--- src/hdl/evad_pkg.sv ---
// Package for the energy based voice activity detector.
// Holds the word types, state encodings, register indexes and constants.
// No dependencies; every other file imports it.
package evad_pkg;

    localparam int MAX_FRAME_SAMPLES_DEF = 4096;
    localparam int RMS_W = 20;
    localparam int CFG_W = 20;
    localparam int TH_W  = 28;

    typedef struct packed {
        logic signed [15:0] sample;
        logic               frame_end;
        logic               playback_active;
    } t_in_word;

    typedef struct packed {
        logic [1:0]       vad_state;
        logic [RMS_W-1:0] frame_rms;
        logic             state_changed;
        logic             frame_loud;
    } t_out_word;

    typedef enum logic [2:0] {
        S_IDLE,
        S_ACC,
        S_ROOT,
        S_CMP,
        S_DEC
    } t_state;

    typedef enum logic [1:0] {
        D_IDLE,
        D_DIV,
        D_SQRT
    } t_ds_state;

    localparam logic [1:0] VAD_SILENCE      = 2'd0;
    localparam logic [1:0] VAD_SPEAKING     = 2'd1;
    localparam logic [1:0] VAD_SIL_DETECTED = 2'd2;

    localparam logic [1:0] CFG_PROFILE_MODE  = 2'd0;
    localparam logic [1:0] CFG_NOISE_THRESH  = 2'd1;
    localparam logic [1:0] CFG_SPEECH_LEVEL  = 2'd2;
    localparam logic [1:0] CFG_SILENCE_HOLD  = 2'd3;

    localparam logic [2:0] PROF_STANDARD  = 3'd0;
    localparam logic [2:0] PROF_HEAVY     = 3'd1;
    localparam logic [2:0] PROF_ADAPTIVE  = 3'd2;
    localparam logic [2:0] PROF_SENSITIVE = 3'd3;

    localparam logic [2:0]       RST_PROFILE_MODE = 3'd0;
    localparam logic [RMS_W-1:0] RST_NOISE_THRESH = 20'd3200;
    localparam logic [RMS_W-1:0] RST_SPEECH_LEVEL = 20'd0;
    localparam logic [7:0]       RST_SILENCE_HOLD = 8'd15;

    localparam logic [TH_W-1:0] K_STD_RMS      = 28'd100;
    localparam logic [TH_W-1:0] K_STD_NOISE    = 28'd115;
    localparam logic [TH_W-1:0] K_ADAPT_FLOOR  = 28'd32000;
    localparam logic [TH_W-1:0] K_ADAPT_LEVEL  = 28'd6;
    localparam logic [TH_W-1:0] K_ADAPT_RMS    = 28'd20;
    localparam logic [TH_W-1:0] K_ADAPT_PB_RMS = 28'd40;
    localparam logic [TH_W-1:0] K_BOOST_NUM    = 28'd3;
    localparam logic [TH_W-1:0] K_BOOST_DEN    = 28'd2;
    localparam logic [TH_W-1:0] K_SENSITIVE    = 28'd2400;

endpackage

--- src/hdl/evad_divsqrt.sv ---
// Frame RMS unit: floor(sqrt(sum * 256 / count)) by restoring division and
// digit-by-digit square root, both stepping one shared subtractor.
// Depends on evad_pkg.
module evad_divsqrt #(
    parameter int CNT_W = 13,
    parameter int SUM_W = 44
) (
    input  logic                      i_clk,
    input  logic                      i_rst_n,
    input  logic                      i_start,
    input  logic [SUM_W-1:0]          i_sum,
    input  logic [CNT_W-1:0]          i_count,
    output logic                      o_done,
    output logic [evad_pkg::RMS_W-1:0] o_root
);
    import evad_pkg::*;

    localparam int DIV_W = SUM_W + 8;
    localparam int RAD_W = 2 * RMS_W;
    localparam int ALU_W = (CNT_W + 1 > RMS_W + 3) ? CNT_W + 1 : RMS_W + 3;
    localparam int IT_W  = $clog2(DIV_W + 1);

    t_ds_state        r_state, n_state;
    logic [IT_W-1:0]  r_iter,  n_iter;
    logic [ALU_W-1:0] r_rem,   n_rem;
    logic [DIV_W-1:0] r_quo,   n_quo;
    logic [CNT_W-1:0] r_div,   n_div;
    logic [RAD_W-1:0] r_rad,   n_rad;
    logic [RMS_W-1:0] r_root,  n_root;
    logic             r_done,  n_done;

    logic [ALU_W-1:0] w_a, w_b;
    logic [ALU_W:0]   w_diff;
    logic             w_fits;
    logic [DIV_W-1:0] w_quo_next;

    assign w_diff = {1'b0, w_a} - {1'b0, w_b};
    assign w_fits = !w_diff[ALU_W];
    assign w_quo_next = {r_quo[DIV_W-2:0], w_fits};

    always_ff @(posedge i_clk) begin
        if (!i_rst_n) begin
            r_state <= D_IDLE;
            r_done  <= 1'b0;
        end else begin
            r_state <= n_state;
            r_done  <= n_done;
        end
        r_iter <= n_iter;
        r_rem  <= n_rem;
        r_quo  <= n_quo;
        r_div  <= n_div;
        r_rad  <= n_rad;
        r_root <= n_root;
    end

    always_comb begin
        n_state = r_state;
        n_iter  = r_iter;
        n_rem   = r_rem;
        n_quo   = r_quo;
        n_div   = r_div;
        n_rad   = r_rad;
        n_root  = r_root;
        n_done  = 1'b0;
        w_a     = '0;
        w_b     = '0;
        case (r_state)
            D_IDLE: begin
                if (i_start) begin
                    n_quo  = {i_sum, 8'd0};
                    n_div  = i_count;
                    n_rem  = '0;
                    n_iter = IT_W'(DIV_W);
                    n_root = '0;
                    if (i_count == '0) begin
                        n_done = 1'b1;
                    end else begin
                        n_state = D_DIV;
                    end
                end
            end
            D_DIV: begin
                w_a = ALU_W'({r_rem[CNT_W-1:0], r_quo[DIV_W-1]});
                w_b = ALU_W'(r_div);
                n_rem  = w_fits ? w_diff[ALU_W-1:0] : w_a;
                n_quo  = w_quo_next;
                n_iter = r_iter - 1'b1;
                if (r_iter == IT_W'(1)) begin
                    // The quotient is a mean square times 256, below 2**39.
                    n_rad   = w_quo_next[RAD_W-1:0];
                    n_rem   = '0;
                    n_root  = '0;
                    n_iter  = IT_W'(RMS_W);
                    n_state = D_SQRT;
                end
            end
            D_SQRT: begin
                w_a = ALU_W'({r_rem[RMS_W:0], r_rad[RAD_W-1 -: 2]});
                w_b = ALU_W'({r_root, 2'b01});
                n_rem  = w_fits ? w_diff[ALU_W-1:0] : w_a;
                n_root = {r_root[RMS_W-2:0], w_fits};
                n_rad  = {r_rad[RAD_W-3:0], 2'b00};
                n_iter = r_iter - 1'b1;
                if (r_iter == IT_W'(1)) begin
                    n_done  = 1'b1;
                    n_state = D_IDLE;
                end
            end
            default: begin
                n_state = D_IDLE;
            end
        endcase
    end

    assign o_done = r_done;
    assign o_root = r_root;

endmodule

--- src/hdl/energy_voice_activity_detector.sv ---
// Top level of the energy based voice activity detector.
// Accumulates sample energy, closes frames through evad_divsqrt and runs the
// hangover machine. Depends on evad_pkg and evad_divsqrt.
//
//  Channel   Direction  Handshake                 Word
//  in        input      i_in_valid / o_in_ready   t_in_word
//  out       output     o_out_valid / i_out_ready t_out_word
//  cfg       input      i_cfg_we                  i_cfg_addr, i_cfg_data
//
// A sample without frame end is accepted, then squared and added before the next is taken.
// A frame end sample is closed by the one-bit-per-cycle divide and
// two-bit-per-cycle root, which share one subtractor. Reset is
// synchronous and restores the register defaults.
// A result waits in the output register while the next frame accumulates;
// a new frame end stalls only if that register is still full.
module energy_voice_activity_detector #(
    parameter int MAX_FRAME_SAMPLES = evad_pkg::MAX_FRAME_SAMPLES_DEF
) (
    input  logic                        i_clk,
    input  logic                        i_rst_n,
    input  logic                        i_in_valid,
    output logic                        o_in_ready,
    input  evad_pkg::t_in_word          i_in_data,
    output logic                        o_out_valid,
    input  logic                        i_out_ready,
    output evad_pkg::t_out_word         o_out_data,
    input  logic                        i_cfg_we,
    input  logic [1:0]                  i_cfg_addr,
    input  logic [evad_pkg::CFG_W-1:0]  i_cfg_data
);
    import evad_pkg::*;

    localparam int CNT_W = $clog2(MAX_FRAME_SAMPLES + 1);
    localparam int SUM_W = 31 + CNT_W;

    t_state           r_state, n_state;
    t_in_word         r_in;
    logic [SUM_W-1:0] r_sum,   n_sum;
    logic [CNT_W-1:0] r_count, n_count;
    logic [RMS_W-1:0] r_rms,   n_rms;
    logic [TH_W-1:0]  r_lhs,   n_lhs;
    logic [TH_W-1:0]  r_rhs,   n_rhs;
    logic             r_speaking, n_speaking;
    logic [7:0]       r_quiet,    n_quiet;
    logic [1:0]       r_vad,      n_vad;
    logic             r_out_valid, n_out_valid;
    t_out_word        r_out,       n_out;

    logic [2:0]       r_profile;
    logic [RMS_W-1:0] r_noise;
    logic [RMS_W-1:0] r_level;
    logic [7:0]       r_hold;

    logic [15:0]      w_mag;
    logic [31:0]      w_sq;
    logic [SUM_W-1:0] w_sum_acc;
    logic [CNT_W-1:0] w_cnt_acc;
    logic             w_ds_start;
    logic             w_ds_done;
    logic [RMS_W-1:0] w_ds_root;
    logic [TH_W-1:0]  w_rms_x, w_noise_x, w_level6, w_base;
    logic             w_loud, w_changed;
    logic [7:0]       w_quiet_inc;
    logic             w_accept;

    assign w_accept = i_in_valid && o_in_ready;
    assign o_in_ready = (r_state == S_IDLE);

    assign w_mag = r_in.sample[15] ? (16'(~r_in.sample) + 16'd1) : 16'(r_in.sample);
    assign w_sq  = w_mag * w_mag;
    always_comb begin
        w_sum_acc = r_sum;
        w_cnt_acc = r_count;
        if (r_count < CNT_W'(MAX_FRAME_SAMPLES)) begin
            w_sum_acc = r_sum + SUM_W'(w_sq);
            w_cnt_acc = r_count + 1'b1;
        end
    end

    assign w_ds_start = (r_state == S_ACC) && r_in.frame_end;

    evad_divsqrt #(
        .CNT_W (CNT_W),
        .SUM_W (SUM_W)
    ) u_divsqrt (
        .i_clk   (i_clk),
        .i_rst_n (i_rst_n),
        .i_start (w_ds_start),
        .i_sum   (w_sum_acc),
        .i_count (w_cnt_acc),
        .o_done  (w_ds_done),
        .o_root  (w_ds_root)
    );

    assign w_rms_x   = TH_W'(r_rms);
    assign w_noise_x = TH_W'(r_noise);
    assign w_level6  = TH_W'(r_level) * K_ADAPT_LEVEL;
    assign w_base    = (w_level6 < K_ADAPT_FLOOR) ? K_ADAPT_FLOOR : w_level6;
    assign w_loud    = r_lhs > r_rhs;
    assign w_quiet_inc = r_quiet + 8'd1;

    always_ff @(posedge i_clk) begin
        if (!i_rst_n) begin
            r_state     <= S_IDLE;
            r_sum       <= '0;
            r_count     <= '0;
            r_speaking  <= 1'b0;
            r_quiet     <= '0;
            r_vad       <= VAD_SILENCE;
            r_out_valid <= 1'b0;
            r_profile   <= RST_PROFILE_MODE;
            r_noise     <= RST_NOISE_THRESH;
            r_level     <= RST_SPEECH_LEVEL;
            r_hold      <= RST_SILENCE_HOLD;
        end else begin
            r_state     <= n_state;
            r_sum       <= n_sum;
            r_count     <= n_count;
            r_speaking  <= n_speaking;
            r_quiet     <= n_quiet;
            r_vad       <= n_vad;
            r_out_valid <= n_out_valid;
            if (i_cfg_we) begin
                case (i_cfg_addr)
                    CFG_PROFILE_MODE: r_profile <= i_cfg_data[2:0];
                    CFG_NOISE_THRESH: r_noise   <= i_cfg_data;
                    CFG_SPEECH_LEVEL: r_level   <= i_cfg_data;
                    CFG_SILENCE_HOLD: r_hold    <= i_cfg_data[7:0];
                    default: ;
                endcase
            end
        end
        if (w_accept) begin
            r_in <= i_in_data;
        end
        r_rms <= n_rms;
        r_lhs <= n_lhs;
        r_rhs <= n_rhs;
        r_out <= n_out;
    end

    always_comb begin
        n_state     = r_state;
        n_sum       = r_sum;
        n_count     = r_count;
        n_rms       = r_rms;
        n_lhs       = r_lhs;
        n_rhs       = r_rhs;
        n_speaking  = r_speaking;
        n_quiet     = r_quiet;
        n_vad       = r_vad;
        n_out       = r_out;
        n_out_valid = r_out_valid && !i_out_ready;
        w_changed   = 1'b0;
        case (r_state)
            S_IDLE: begin
                if (w_accept) begin
                    n_state = S_ACC;
                end
            end
            S_ACC: begin
                if (r_in.frame_end) begin
                    n_sum   = '0;
                    n_count = '0;
                    n_state = S_ROOT;
                end else begin
                    n_sum   = w_sum_acc;
                    n_count = w_cnt_acc;
                    n_state = S_IDLE;
                end
            end
            S_ROOT: begin
                if (w_ds_done) begin
                    n_rms   = w_ds_root;
                    n_state = S_CMP;
                end
            end
            S_CMP: begin
                n_lhs = w_rms_x;
                n_rhs = w_noise_x;
                case (r_profile)
                    PROF_STANDARD: begin
                        n_lhs = w_rms_x * K_STD_RMS;
                        n_rhs = w_noise_x * K_STD_NOISE;
                    end
                    PROF_HEAVY: begin
                        if (r_in.playback_active) begin
                            n_lhs = w_rms_x * K_BOOST_DEN;
                            n_rhs = w_noise_x * K_BOOST_NUM;
                        end
                    end
                    PROF_ADAPTIVE: begin
                        if (r_in.playback_active) begin
                            n_lhs = w_rms_x * K_ADAPT_PB_RMS;
                            n_rhs = w_base * K_BOOST_NUM;
                        end else begin
                            n_lhs = w_rms_x * K_ADAPT_RMS;
                            n_rhs = w_base;
                        end
                    end
                    PROF_SENSITIVE: begin
                        n_rhs = K_SENSITIVE;
                    end
                    default: ;
                endcase
                n_state = S_DEC;
            end
            S_DEC: begin
                if (!r_out_valid || i_out_ready) begin
                    if (w_loud) begin
                        if (!r_speaking) begin
                            n_speaking = 1'b1;
                            n_vad      = VAD_SPEAKING;
                            w_changed  = 1'b1;
                        end
                        n_quiet = '0;
                    end else if (r_speaking) begin
                        n_quiet = w_quiet_inc;
                        if (w_quiet_inc >= r_hold) begin
                            n_speaking = 1'b0;
                            n_quiet    = '0;
                            n_vad      = VAD_SIL_DETECTED;
                            w_changed  = 1'b1;
                        end
                    end
                    if (n_vad == VAD_SIL_DETECTED && !w_changed) begin
                        n_vad = VAD_SILENCE;
                    end
                    n_out.vad_state     = n_vad;
                    n_out.frame_rms     = r_rms;
                    n_out.state_changed = w_changed;
                    n_out.frame_loud    = w_loud;
                    n_out_valid = 1'b1;
                    n_state     = S_IDLE;
                end
            end
            default: begin
                n_state = S_IDLE;
            end
        endcase
    end

    assign o_out_valid = r_out_valid;
    assign o_out_data  = r_out;

    // A reported change is always a start of speech or a declared silence.
    a_change_code: assert property (@(posedge i_clk) disable iff (!i_rst_n)
        (o_out_valid && o_out_data.state_changed) |->
        (o_out_data.vad_state == VAD_SPEAKING || o_out_data.vad_state == VAD_SIL_DETECTED))
        else $error("state change reported with a silence code");

    // The silence-detected code lasts for exactly the frame that declared it.
    a_sil_flagged: assert property (@(posedge i_clk) disable iff (!i_rst_n)
        (o_out_valid && o_out_data.vad_state == VAD_SIL_DETECTED) |->
        o_out_data.state_changed)
        else $error("silence detected without a state change");

    // The quiet frame count only runs while speaking.
    a_quiet_idle: assert property (@(posedge i_clk) disable iff (!i_rst_n)
        !r_speaking |-> (r_quiet == '0))
        else $error("quiet frame count set while not speaking");

    // The sample count never passes the frame limit.
    a_count_max: assert property (@(posedge i_clk) disable iff (!i_rst_n)
        r_count <= CNT_W'(MAX_FRAME_SAMPLES))
        else $error("sample count beyond frame limit");

    // The accumulators are clear while a frame is being closed.
    a_acc_clear: assert property (@(posedge i_clk) disable iff (!i_rst_n)
        (r_state == S_ROOT) |-> (r_count == '0 && r_sum == '0))
        else $error("accumulators not cleared at frame end");

endmodule
--- config.mk ---
export PLATFORM = sky130hd
export DESIGN_NAME = energy_voice_activity_detector
export DESIGN_NICKNAME = d
export VERILOG_FILES = /design/src/hdl/evad_pkg.sv /design/src/hdl/evad_divsqrt.sv /design/src/hdl/energy_voice_activity_detector.sv
export SDC_FILE = /design/constraint.sdc
export NUM_CORES = 2
export LEC_CHECK = 0
export BUFFER_PORTS_ARGS = -buffer_cell sky130_fd_sc_hd__buf_2
export CORE_MARGIN = 8
export CORE_UTILIZATION = 25
export CTS_CLUSTER_SIZE = 30
export DETAILED_ROUTE_END_ITERATION = 6
export MAX_ROUTING_LAYER = met4
export PLACE_DENSITY = 0.41
export SLEW_MARGIN = 20
export SYNTH_ARGS = -nofsm -noshare
export SYNTH_HDL_FRONTEND = slang
export SYNTH_SLANG_ARGS = --single-unit
export TNS_END_PERCENT = 100
--- constraint.sdc ---
create_clock -name i_clk -period 8.6 [get_ports i_clk]
set_input_delay 1.72 -clock i_clk [delete_from_list [all_inputs] [get_ports i_clk]]
set_output_delay 1.72 -clock i_clk [all_outputs]
set_load 0.02 [all_outputs]
==> out/results.tsv <==
stage	metric	value	unit
worst_setup_path	Crit path required time	8980	ps
timing	Setup Skew	28.8	ps
detailed_routing	Via density	4.68	
clocking	clock latency on the worst-skew pair	630	ps
timing	setup_tns	0	ps
worst_setup_path	CP max stage delay	580	ps
placed_design	worst slack, placed	134	ps
detailed_routing	Initial DRC Count	1599	
synth	dominant cells by area after synthesis	edfxtp_1, fa_1, ha_1	
synth	mapped cell area	36800	um^2
worst_setup_path	startpoint types	flip-flop	
synth	Synth cell types	84	
global_route	largest net degree at the start of global routing	70	
clocking	TritonCTS clock tree	built	
die	die area	160000	um^2
detailed_routing	top sig layer	met4	
worst_setup_path	CP max FO	3	
global_route	total global routing overflow	0	
detailed_routing	Wirelength per Cell	17.5	um
layout	fraction of layout cells with a size suffix above 1	0.0929	
outcome	status	completed	
timing	fin crit share	0.960	
detailed_routing	final wirelength	106000	um
placed_design	HPWL after detailed placement	82200	um
clocking	Bufs on Longest Clock Path	3	
die	die height	399	um
run	max cap viols	0	
global_route	initial antenna violation count	2	
timing	Final Setup Violations	0	
layout	area delta synth->final	13.6	%
global_route	GRT Overall Usage	0.133	
timing	Rel. slew slack	0.285	
clocking	# clock sinks	394	
synth	Post-synth EDFFs	268	
placed_design	Port Buffers	70	
worst_setup_path	Worst path slowest cell	fa_2	
synth	Seq/Total Area, Yosys	0.288	
worst_setup_path	CP Class	reg -> reg	
synth	top_reg_cell synth	edfxtp_1	
timing	final hold viol count	0	
timing	final setup margin	340	ps
layout	filler cell count	15643	
die	Starting Density	0.252	
layout	nets	4786	
die	core footprint	146000	um^2
synth	synth warn	0	
detailed_routing	Antenna Nets Post-Route	0	
clocking	H-Tree Depth	2	
timing	FMAX	0.121	GHz
detailed_routing	number of detailed-route iterations in the first pass	5	
global_route	vias in the first global route	28670	
timing	Fin Hold WS	433	ps
timing	min Tclk post-route	8260	ps
worst_setup_path	Worst path most repeated cell	inv_1	
clocking	number of CTS-inserted buffers	51	
die	die span in x	399	um
synth	FF+latch count, synth	394	
placed_design	gpl congestion	0.820	
synth	top post-synthesis cells by count	inv_1, ha_1, nand2_1	
clocking	clock transition at the registers of the reported paths	60	ps
layout	Core Util, Final	0.286	
timing	Slew Limit Fails	0	
synth	Post-Synthesis Cells	3962	
synth	asr flop ratio synth	0	
worst_setup_path	Crit. End Element	flip-flop	
detailed_routing	met2 wire len	48800	um
hold_path	Hold Crit Class	reg -> reg	
detailed_routing	M1 WL	51800	um
die	io pins	71	
detailed_routing	DRC	0	
detailed_routing	via count	28262	
detailed_routing	WL met3	3170	um
timing	Tightest Pin Transition	1070	ps
clocking	Clock Root Buffer	clkbuf_16	
synth	cell taking the most area after synthesis	edfxtp_1	
die	row count	140	
synth	count leader, synth	inv_1	
synth	syn_area_per_cell	9.28	um^2
global_route	first-pass GRT wire length	166000	um
synth	post-synth top area share	0.219	
worst_setup_path	Worst EP arrival	8640	ps
-- critical path: cells and delay by family, from the launching register on --
family                     cells  cell delay [ps]
adders and majority gates      7             3280
xor gates and xnor gates       1              180
AOI/OAI and AO/OA              8             1970
and+or+nand+nor                7             1460
buffers and inverters          8              740
DFF                            1              370
-- cells in the final DEF (no fill, tap or decap), types with 20 or more instances in the layout --
cell / instances
nor2_1: 246
and3_1: 36
nand2b_1: 28
dfxtp_1: 125
nand3_1: 65
buf_2: 70
a21o_1: 91
inv_1: 586
or3_1: 30
xor2_1: 75
mux2_2: 46
nor3_1: 72
mux2i_1: 44
ha_1: 395
clkbuf_16: 51
o21a_1: 35
edfxtp_1: 268
buf_4: 110
a21oi_1: 221
o21ai_0: 170
a31oi_1: 24
xnor2_1: 102
o211ai_1: 23
nand4_1: 30
nor2b_1: 23
a22o_1: 21
and2_1: 57
nand2_1: 353
a22oi_1: 46
fa_1: 263
o21bai_1: 20
-- state kept, by name (all words and copies together) (netlist names), 6 cells and up --
signal,flops
r_level,20
r_count,13
r_in,18
u_divsqrt.r_iter,6
r_quiet,8
u_divsqrt.r_quo,52
r_sum,44
r_noise,20
o_out_data,24
u_divsqrt.r_rem,21
u_divsqrt.r_div,13
r_hold,8
r_rhs,27
u_divsqrt.r_rad,40
r_rms,20
u_divsqrt.o_root,20
r_lhs,27
-- final timing paths --
| path | from | endpoint | slack (ps) | depth (start not counted) |
|---|---|---|---|---|
| worst min-delay path | u_divsqrt.o_root[5]$_SDFFCE_PN0P_ | r_rms[5]$_DFFE_PP_ | 430 | 0 |
| worst max-delay path | r_in[3]$_DFFE_PP_ | u_divsqrt.r_quo[51]$_DFFE_PP_ | 340 | 31 |
| worst min register to register | u_divsqrt.o_root[5]$_SDFFCE_PN0P_ | r_rms[5]$_DFFE_PP_ | 430 | 0 |
| worst max register to register | r_in[3]$_DFFE_PP_ | u_divsqrt.r_quo[51]$_DFFE_PP_ | 340 | 31 |
-- cell type report --
class | count | area (um^2) | area share
clock buffers | 65 | 1390 | 0.0333
clock inverters | 30 | 246 | 0.00590
repair buffers | 181 | 1200 | 0.0286
inverters | 600 | 2260 | 0.0541
diodes | 2 | 5.00 | 0.000120
flip-flops and latches | 394 | 10600 | 0.253
well taps | 1917 | 2400 | 0.0574
multi-input cells | 2851 | 23700 | 0.567
-- what timing repair did --
| item | CTS | global route |
|---|---|---|
| resized for setup | 0 | 26 |
| buffers inserted | 0 | 1 |
| setup endpoints to repair | 0 | 37 |
| hold buffers | 0 | 0 |
-- layer usage --
metal	track usage	vias up
li1	-	13965
met1	0.180	13757
met2	0.216	417
met3	0.0136	123
met4	0.0312	0
met5	-	-
-- through the flow --
| stage | instance area, um^2 | cells |
|---|---|---|
| after global placement | 40000 | 5942 |
| after floorplan | 36800 | 3971 |
| after detailed placement | 40000 | 5942 |
| after global routing | 41800 | 6039 |
| final | 41800 | 6040 |
| after CTS | 41600 | 6037 |
-- cell families after synthesis --
logic type,after synthesis,share of synthesized area
mux,90,0.0261
compound gates,876,0.158
buf+inv,726,0.0743
flops,394,0.288
other cells,2,0.000204
fa+ha+maj,662,0.280
simple gates,1034,0.132
xor+xnor,178,0.0424
Power is not shown: default switching activity piles up to over one toggle a cycle in this logic, so the estimate is an artifact.
